## src/rtl/fdt_ram.sv

```systemverilog
// Generic single-write, single-read RAM with registered read data.
// Standalone; holds the frame table for frame_deadline_tracker.
`timescale 1ns / 1ps
`default_nettype none

module fdt_ram #(
  parameter int WIDTH = 8,
  parameter int DEPTH = 64
) (
  input  wire logic                     clk,
  input  wire logic                     we,
  input  wire logic [$clog2(DEPTH)-1:0] waddr,
  input  wire logic [WIDTH-1:0]         wdata,
  input  wire logic                     re,
  input  wire logic [$clog2(DEPTH)-1:0] raddr,
  output      logic [WIDTH-1:0]         rdata
);

  logic [WIDTH-1:0] mem [DEPTH];

  // write port
  always_ff @(posedge clk) begin
    if (we) begin
      mem[waddr] <= wdata;
    end
  end

  // registered read port
  always_ff @(posedge clk) begin
    if (re) begin
      rdata <= mem[raddr];
    end
  end

endmodule

`default_nettype wire
```

## config.mk

```make
export PLATFORM = sky130hd
export DESIGN_NAME = fdt_ram
export DESIGN_NICKNAME = d
export VERILOG_FILES = /design/src/rtl/fdt_ram.sv
export SDC_FILE = /design/constraint.sdc
export NUM_CORES = 1
export LEC_CHECK = 0
export BUFFER_PORTS_ARGS = -buffer_cell sky130_fd_sc_hd__buf_2
export CAP_MARGIN = 40
export CORE_UTILIZATION = 50
export DETAILED_ROUTE_END_ITERATION = 16
export HOLD_SLACK_MARGIN = 0.02
export PLACE_DENSITY = 0.68
export SLEW_MARGIN = 25
export SYNTH_ARGS = -nofsm -noshare
export SYNTH_HDL_FRONTEND = slang
export SYNTH_SLANG_ARGS = --single-unit
```

## constraint.sdc

```tcl
create_clock -name clk -period 1.84 [get_ports clk]
set_input_delay 0 -clock clk [delete_from_list [all_inputs] [get_ports clk]]
set_output_delay 0 -clock clk [all_outputs]
set_load 0.1 [all_outputs]
```

==> results of run 1 <==
## power by group
group          switching, mW  leakage [nW]  internal, mW
clock                   4.26         0.816          6.02
combinational          0.913          2.36         0.610
sequential            0.0372          4.69          13.1
total                   5.21          7.86          19.8
## layout make-up
type                            instances  area (um^2)
Clock buffer                           62         1340
Clock inverter                         33          327
Timing Repair Buffer                  204         1680
Sequential cell                       520        15600
Tap cell                              525          657
Multi-Input combinational cell        369         4400
Fill cell                            2817        15800
## layer usage
metal  vias up  GRT usage  routed length, um
li1       4359          -                  -
met1      5342      0.320              18600
met2       408      0.354              21600
met3        93     0.0502               3270
met4         6     0.0803               1500
met5         -          0                 36
## registers in the layout, indices dropped and copies added (netlist names)
signal	count
mem	512
rdata	8
## cell usage after synthesis
master                      number
sky130_fd_sc_hd__clkbuf_1       17
sky130_fd_sc_hd__o221ai_1        8
sky130_fd_sc_hd__buf_1           4
sky130_fd_sc_hd__nand4b_1        1
sky130_fd_sc_hd__nand2b_1        7
sky130_fd_sc_hd__or3_1           1
sky130_fd_sc_hd__o22ai_1         8
sky130_fd_sc_hd__buf_6           4
sky130_fd_sc_hd__buf_4          13
sky130_fd_sc_hd__nor4_1          2
sky130_fd_sc_hd__o2111ai_1       3
sky130_fd_sc_hd__nand3b_1        3
sky130_fd_sc_hd__a211oi_1        4
sky130_fd_sc_hd__a31oi_1         1
sky130_fd_sc_hd__o221a_2         2
sky130_fd_sc_hd__o2bb2ai_1       3
sky130_fd_sc_hd__and2_1          1
sky130_fd_sc_hd__o21a_1          2
sky130_fd_sc_hd__nand2_1        19
sky130_fd_sc_hd__mux4_2        126
sky130_fd_sc_hd__nand3_1        13
sky130_fd_sc_hd__buf_2          11
sky130_fd_sc_hd__o21ai_0         2
sky130_fd_sc_hd__nor3_1          7
sky130_fd_sc_hd__a21oi_1         3
sky130_fd_sc_hd__a2111oi_0       2
sky130_fd_sc_hd__nand4_1         2
sky130_fd_sc_hd__o21ai_1         2
sky130_fd_sc_hd__buf_12          2
sky130_fd_sc_hd__edfxtp_1      520
sky130_fd_sc_hd__nor2_1         83
sky130_fd_sc_hd__nor2b_1        14
sky130_fd_sc_hd__mux2i_1        23
sky130_fd_sc_hd__o32ai_1         2
sky130_fd_sc_hd__mux2_2         13
sky130_fd_sc_hd__a22oi_1         3
sky130_fd_sc_hd__o41ai_1         2
sky130_fd_sc_hd__a221oi_1        6
sky130_fd_sc_hd__o311ai_1        1
## critical path: stages (launching register included)
cell and delay, ps:
sky130_fd_sc_hd__edfxtp_1 370, sky130_fd_sc_hd__mux4_2 520, sky130_fd_sc_hd__mux4_2 530, sky130_fd_sc_hd__nor2_4 120, sky130_fd_sc_hd__nor3_1 50, sky130_fd_sc_hd__o2bb2ai_1 140
## final timing paths
| kind | slack, ps | cells after the start | endpoint |
|---|---|---|---|
| hold reg to reg | 930 | 4 | rdata[2] |
| setup reg to reg | -160 | 5 | rdata[2] |
| hold / removal | 70 | 3 | mem[50][2] |
| setup / recovery | -160 | 5 | rdata[2] |
## timing repair
item | 4_1_cts | 5_1_grt
resized for setup | 20 | 4
pin swaps | 2 | 4
setup endpoints to repair | 8 | 8
hold endpoints to repair | 195 | 0
hold buffers | 13 | 0
## kinds of logic after synthesis
family                 after synthesis
multiplexers                       162
AND/OR/NAND/NOR                    153
AO/OA/AOI/OAI                       54
flip-flops                         520
buffers and inverters               51
## stage by stage
step	utilization	hold slack [ps]	setup WS [ps]	total power [mW]
4_1_cts	0.603	34.1	-158	25.2
3_5_place_dp	0.556	419	-368	14.9
5_1_grt	0.603	107	-173	25.7
6_report	0.603	69.8	-157	25.0
2_1_floorplan	-	98.9	9.67	14.2
3_3_place_gp	0.556	421	-433	14.9
==> summary.txt, run 1 <==
===================================================================================
Number of top-level pins .............................................           31
Final clock skew .....................................................      27.9 ps
Count of endpoints failing setup in the final report .................            8
Transition time at the pin with the least slew margin ................       752 ps
Crit Path Class ......................................................   reg -> reg
Final Slew Violations ................................................            0
Master cell of the clock root buffer ................................. sky130_fd_sc_hd__clkbuf_16
Post-synthesis net count .............................................          963
Share of synthesized area spent on multiplexers ......................        0.159
Final HPWL DP ........................................................      29.5 mm
Insertion delay to the later sink of the worst-skew pair .............       600 ps
Violations in the final reports ...................................... negative setup slack
Number of port buffers ...............................................           30
Total global routing track utilization ...............................        0.227
Share of the synthesized area in the top cell type ...................        0.771
Peak supply drop .....................................................       933 uV
Fmax .................................................................    0.501 GHz
Antenna diode count ..................................................            0
Rows .................................................................           73
Relative max-transition margin .......................................        0.498
Via count ............................................................        10200
Outcome .............................................................. finished, violations left
Total instance count after detailed placement ........................         1608
Gate count of the mapped netlist .....................................          940
Fraction of final layout cells with drive strength greater than 1 ....        0.354
Power density over the cells ......................................... 1040 mW/mm^2
Clock H-tree levels ..................................................            2
Complex-gate fraction of the synthesized area ........................       0.0206
Final period utilization .............................................         1.09
Max-Cap Viols ........................................................            0
Total count of hold-check failures in the final report ...............            0
Area after detailed placement ........................................  0.0222 mm^2
Global route overflow ................................................            0
Antenna violations before repair .....................................            3
Most common cell after layout, fill and taps aside ................... sky130_fd_sc_hd__edfxtp_1
First-pass GRT wire length ...........................................      66.6 mm
Die ar. ..............................................................  0.0413 mm^2
Post-synthesis instance area .........................................  0.0202 mm^2
Die height ...........................................................       203 um
DRC violation total after the first TritonRoute iteration ............         1039
Average cell area after synthesis ....................................    21.5 um^2
Initial Utilization ..................................................        0.508
Post-synthesis xor/xnor area fraction ................................            0
Maximum number of pins on one net before global-route repair .........           65
Kind of capture point of the worst setup path ........................     register
Deepest clock path buffer count ......................................            3
Number of clock sinks seen by CTS ....................................          520
Static Leak ..........................................................      7.86 nW
Simple logic cell fraction of the synthesized area ...................       0.0337
Cell area after layout ...............................................  0.0240 mm^2
Average wire per cell in the routed design ...........................      26.3 um
Vias in the first global route .......................................        10300
Number of design rule violations left after detail routing ...........            0
Combinational family with the most area after synthesis .............. multiplexers
CTS clock-pin slew for the worst setup and hold paths ................        60 ps
Final WS setup .......................................................      -157 ps
Period minus WS final ................................................      2000 ps
Cell taking the most area after synthesis ............................ sky130_fd_sc_hd__edfxtp_1
Routability congestion estimate ......................................        0.837
Count of placed standard cells in the final layout, fillers left out .         1713
Sequential fraction of the synthesis area ............................        0.771
Num CTS Buffers ......................................................           51
Synth Warn # .........................................................            0
DIE WIDTH ............................................................       203 um
Cell types occupying the most area after synthesis ................... sky130_fd_sc_hd__edfxtp_1 77%, sky130_fd_sc_hd__mux4_2 14%, sky130_fd_sc_hd__nor2_1 1.5%, sky130_fd_sc_hd__mux2i_1 1.1%, sky130_fd_sc_hd__mux2_2 0.72%
Worst min-delay path class ...........................................    in -> reg
Critical path arrival ................................................      2340 ps
Worst flop-to-flop path startpoint ...................................    mem[7][2]
Critical path startpoint category ....................................     register
Remaining antenna violation count ....................................            0
Via/cell ratio .......................................................         5.96
Routed wire length ...................................................      45.0 mm
TritonCTS clock tree .................................................         done
Commonest cells after routing, fill and taps aside ................... 520 x sky130_fd_sc_hd__edfxtp_1, 149 x sky130_fd_sc_hd__buf_4, 126 x sky130_fd_sc_hd__mux4_2, 79 x sky130_fd_sc_hd__nor2_1, 52 x sky130_fd_sc_hd__clkbuf_16
Critical Path Start ..................................................    mem[7][2]
Maximum fanout along the worst path ..................................            1
Buffers inserted during post-CTS setup optimization ..................            0
Layout Nets ..........................................................         1169
Required time reported for the critical path endpoint ................      2180 ps
Unique masters post-synth ............................................           39
Detailed-routing iteration count for the pre-antenna-repair pass .....            7
Synth-to-Final Area Change ...........................................        18.6%
Setup repair after global routing missed its margin ..................         true
Adder-cell area share of the yosys netlist ...........................            0
Startpoint of the lowest-slack hold path .............................           we
Final TNS setup ......................................................      -709 ps
Std-Cell Core Area ...................................................  0.0398 mm^2
Flip-flop and latch count after synthesis ............................          520
===================================================================================
Note: power is estimated with default switching activity, not from simulation.
==> run 2: changes to the inputs <==
- MAX_ROUTING_LAYER: default -> met4
==> run 2 against run 1 <==
Compared with the run above:
- register-to-register slack about the same
- the run still ends with negative setup slack left
- clock-buffer cell count unchanged
- design area about the same
- non-clock buffer count unchanged
==> summary.txt, run 2 (synthesis gave the netlist of run 1 again) <==
===================================================================================
Outcome .............................................................. finished, violations left
Violations in the final reports ...................................... negative setup slack
Commonest cells after routing, fill and taps aside ................... 520 x sky130_fd_sc_hd__edfxtp_1, 149 x sky130_fd_sc_hd__buf_4, 126 x sky130_fd_sc_hd__mux4_2, 79 x sky130_fd_sc_hd__nor2_1, 52 x sky130_fd_sc_hd__clkbuf_16
First-pass GRT wire length ...........................................      66.6 mm
Clock H-tree levels ..................................................            2
Static Leak ..........................................................      7.86 nW
Remaining antenna violation count ....................................            0
Required time reported for the critical path endpoint ................      2180 ps
Insertion delay to the later sink of the worst-skew pair .............       600 ps
Most used cell, CP ................................................... sky130_fd_sc_hd__mux4_2
Number of clock sinks seen by CTS ....................................          520
Setup slack, reg-to-reg ..............................................      -150 ps
Final HPWL DP ........................................................      29.5 mm
Average wire per cell in the routed design ...........................      26.3 um
Count of endpoints failing setup in the final report .................            8
Layout Nets ..........................................................         1169
Critical path, cell by cell .......................................... mux4_2 > mux4_2 > nor2_4 > nor3_1 > o2bb2ai_1
GR Util met1 .........................................................        0.319
Slowest-stage cell, CP ............................................... sky130_fd_sc_hd__mux4_2
Final TNS setup ......................................................      -713 ps
Final WS setup .......................................................      -149 ps
Via count ............................................................        10200
Power density over the cells ......................................... 1040 mW/mm^2
Routed wire length ...................................................      45.1 mm
DIE WIDTH ............................................................       203 um
Utilization of the core after routing ................................        0.603
Buffers inserted during post-CTS setup optimization ..................            0
Deepest clock path buffer count ......................................            3
Total instance count after detailed placement ........................         1608
Critical path arrival ................................................      2330 ps
Std-Cell Core Area ...................................................  0.0398 mm^2
Detailed-routing iteration count for the pre-antenna-repair pass .....            7
Final period utilization .............................................         1.08
Worst Setup Slack post-DPL ...........................................      -368 ps
Maximum fanout along the worst path ..................................            1
Largest reg by FF count ..............................................          mem
Rows .................................................................           73
Maximum cell stage delay along the critical path .....................       530 ps
Final clock skew .....................................................      25.9 ps
Count of placed standard cells in the final layout, fillers left out .         1716
Area after detailed placement ........................................  0.0222 mm^2
Cell area after layout ...............................................  0.0240 mm^2
Number of port buffers ...............................................           30
Max reg flops ........................................................          512
Maximum number of pins on one net before global-route repair .........           65
Buffers plus inverters on the worst setup path .......................            0
Fraction of final layout cells with drive strength greater than 1 ....        0.354
GR met3 Demand/Resource ..............................................       0.0502
Peak supply drop .....................................................       934 uV
Cell family contributing the most delay on the critical path ......... multiplexers
DRC violation total after the first TritonRoute iteration ............         1074
Number of design rule violations left after detail routing ...........            0
Kind of capture point of the worst setup path ........................     register
Initial Utilization ..................................................        0.508
Transition time at the pin with the least slew margin ................       746 ps
Relative max-transition margin .......................................        0.503
Number of top-level pins .............................................           31
Routability congestion estimate ......................................        0.850
Master cell of the clock root buffer ................................. sky130_fd_sc_hd__clkbuf_16
Final Slew Violations ................................................            0
Die ar. ..............................................................  0.0413 mm^2
Critical path startpoint category ....................................     register
Die height ...........................................................       203 um
Worst min-delay path class ...........................................    in -> reg
Antenna violations before repair .....................................            3
CTS clock-pin slew for the worst setup and hold paths ................        60 ps
Setup repair after global routing missed its margin ..................         true
Crit Path Class ......................................................   reg -> reg
Global-route met2 utilization ........................................        0.355
Max-Cap Viols ........................................................            0
Hold Worst Slack .....................................................      71.8 ps
Post-route total power ...............................................      25.0 mW
Synth-to-Final Area Change ...........................................        18.7%
TritonCTS clock tree .................................................         done
Via/cell ratio .......................................................         5.93
Global route overflow ................................................            0
Total global routing track utilization ...............................        0.234
Num CTS Buffers ......................................................           51
Period minus WS final ................................................      1990 ps
Fmax .................................................................    0.503 GHz
Most common cell after layout, fill and taps aside ................... sky130_fd_sc_hd__edfxtp_1
Total count of hold-check failures in the final report ...............            0
Regs by FF count ..................................................... mem (512), rdata (8)
Top Usage Layer GRT ..................................................         met2
Vias in the first global route .......................................        10300
===================================================================================
==> run 2: changes by cell type in the layout (fill, tap and decap cells not counted) <==
cell,delta
sky130_fd_sc_hd__diode_2,+3
==> run 2: final timing paths <==
kind / to / from / depth (start not counted)
setup / recovery: rdata[2] / mem[7][2] / 5
hold / removal: mem[50][0] / we / 3
setup reg to reg: rdata[2] / mem[7][2] / 5
hold reg to reg: rdata[2] / mem[18][2] / 4
==> run 2: worst min-delay path: cells and delay by family <==
| kind | cells | cell delay, ps |
|---|---|---|
| buffers and inverters | 1 | 140 |
| and+or+nand+nor | 2 | 350 |
==> run 2: where the power goes <==
| group | total (mW) | internal (mW) | switching [mW] |
|---|---|---|---|
| Combinational | 1.53 | 0.611 | 0.915 |
| Sequential | 13.2 | 13.1 | 0.0373 |
| Clock | 10.3 | 6.02 | 4.26 |
==> run 2: timing repair <==
item | CTS | global route
pin swaps | 2 | 4
endpoints found under the hold margin | 195 | 0
hold buffers | 13 | 0
resized for setup | 20 | 4
endpoints found under the setup margin | 8 | 8
==> run 2: area by class of cell <==
cell class	instances	area [um^2]
Sequential cell	520	15600
Tap cell	525	657
Clock buffer	62	1340
Fill cell	2817	15800
Timing Repair Buffer	204	1680
Clock inverter	33	327
Multi-Input combinational cell	369	4400
Antenna cell	3	7.51
==> run 2: layer usage <==
metal | vias up | part of all wire
met5 | - | 0
met4 | 0 | 0.033
met3 | 92 | 0.083
met2 | 441 | 0.48
met1 | 5273 | 0.40
li1 | 4364 | -
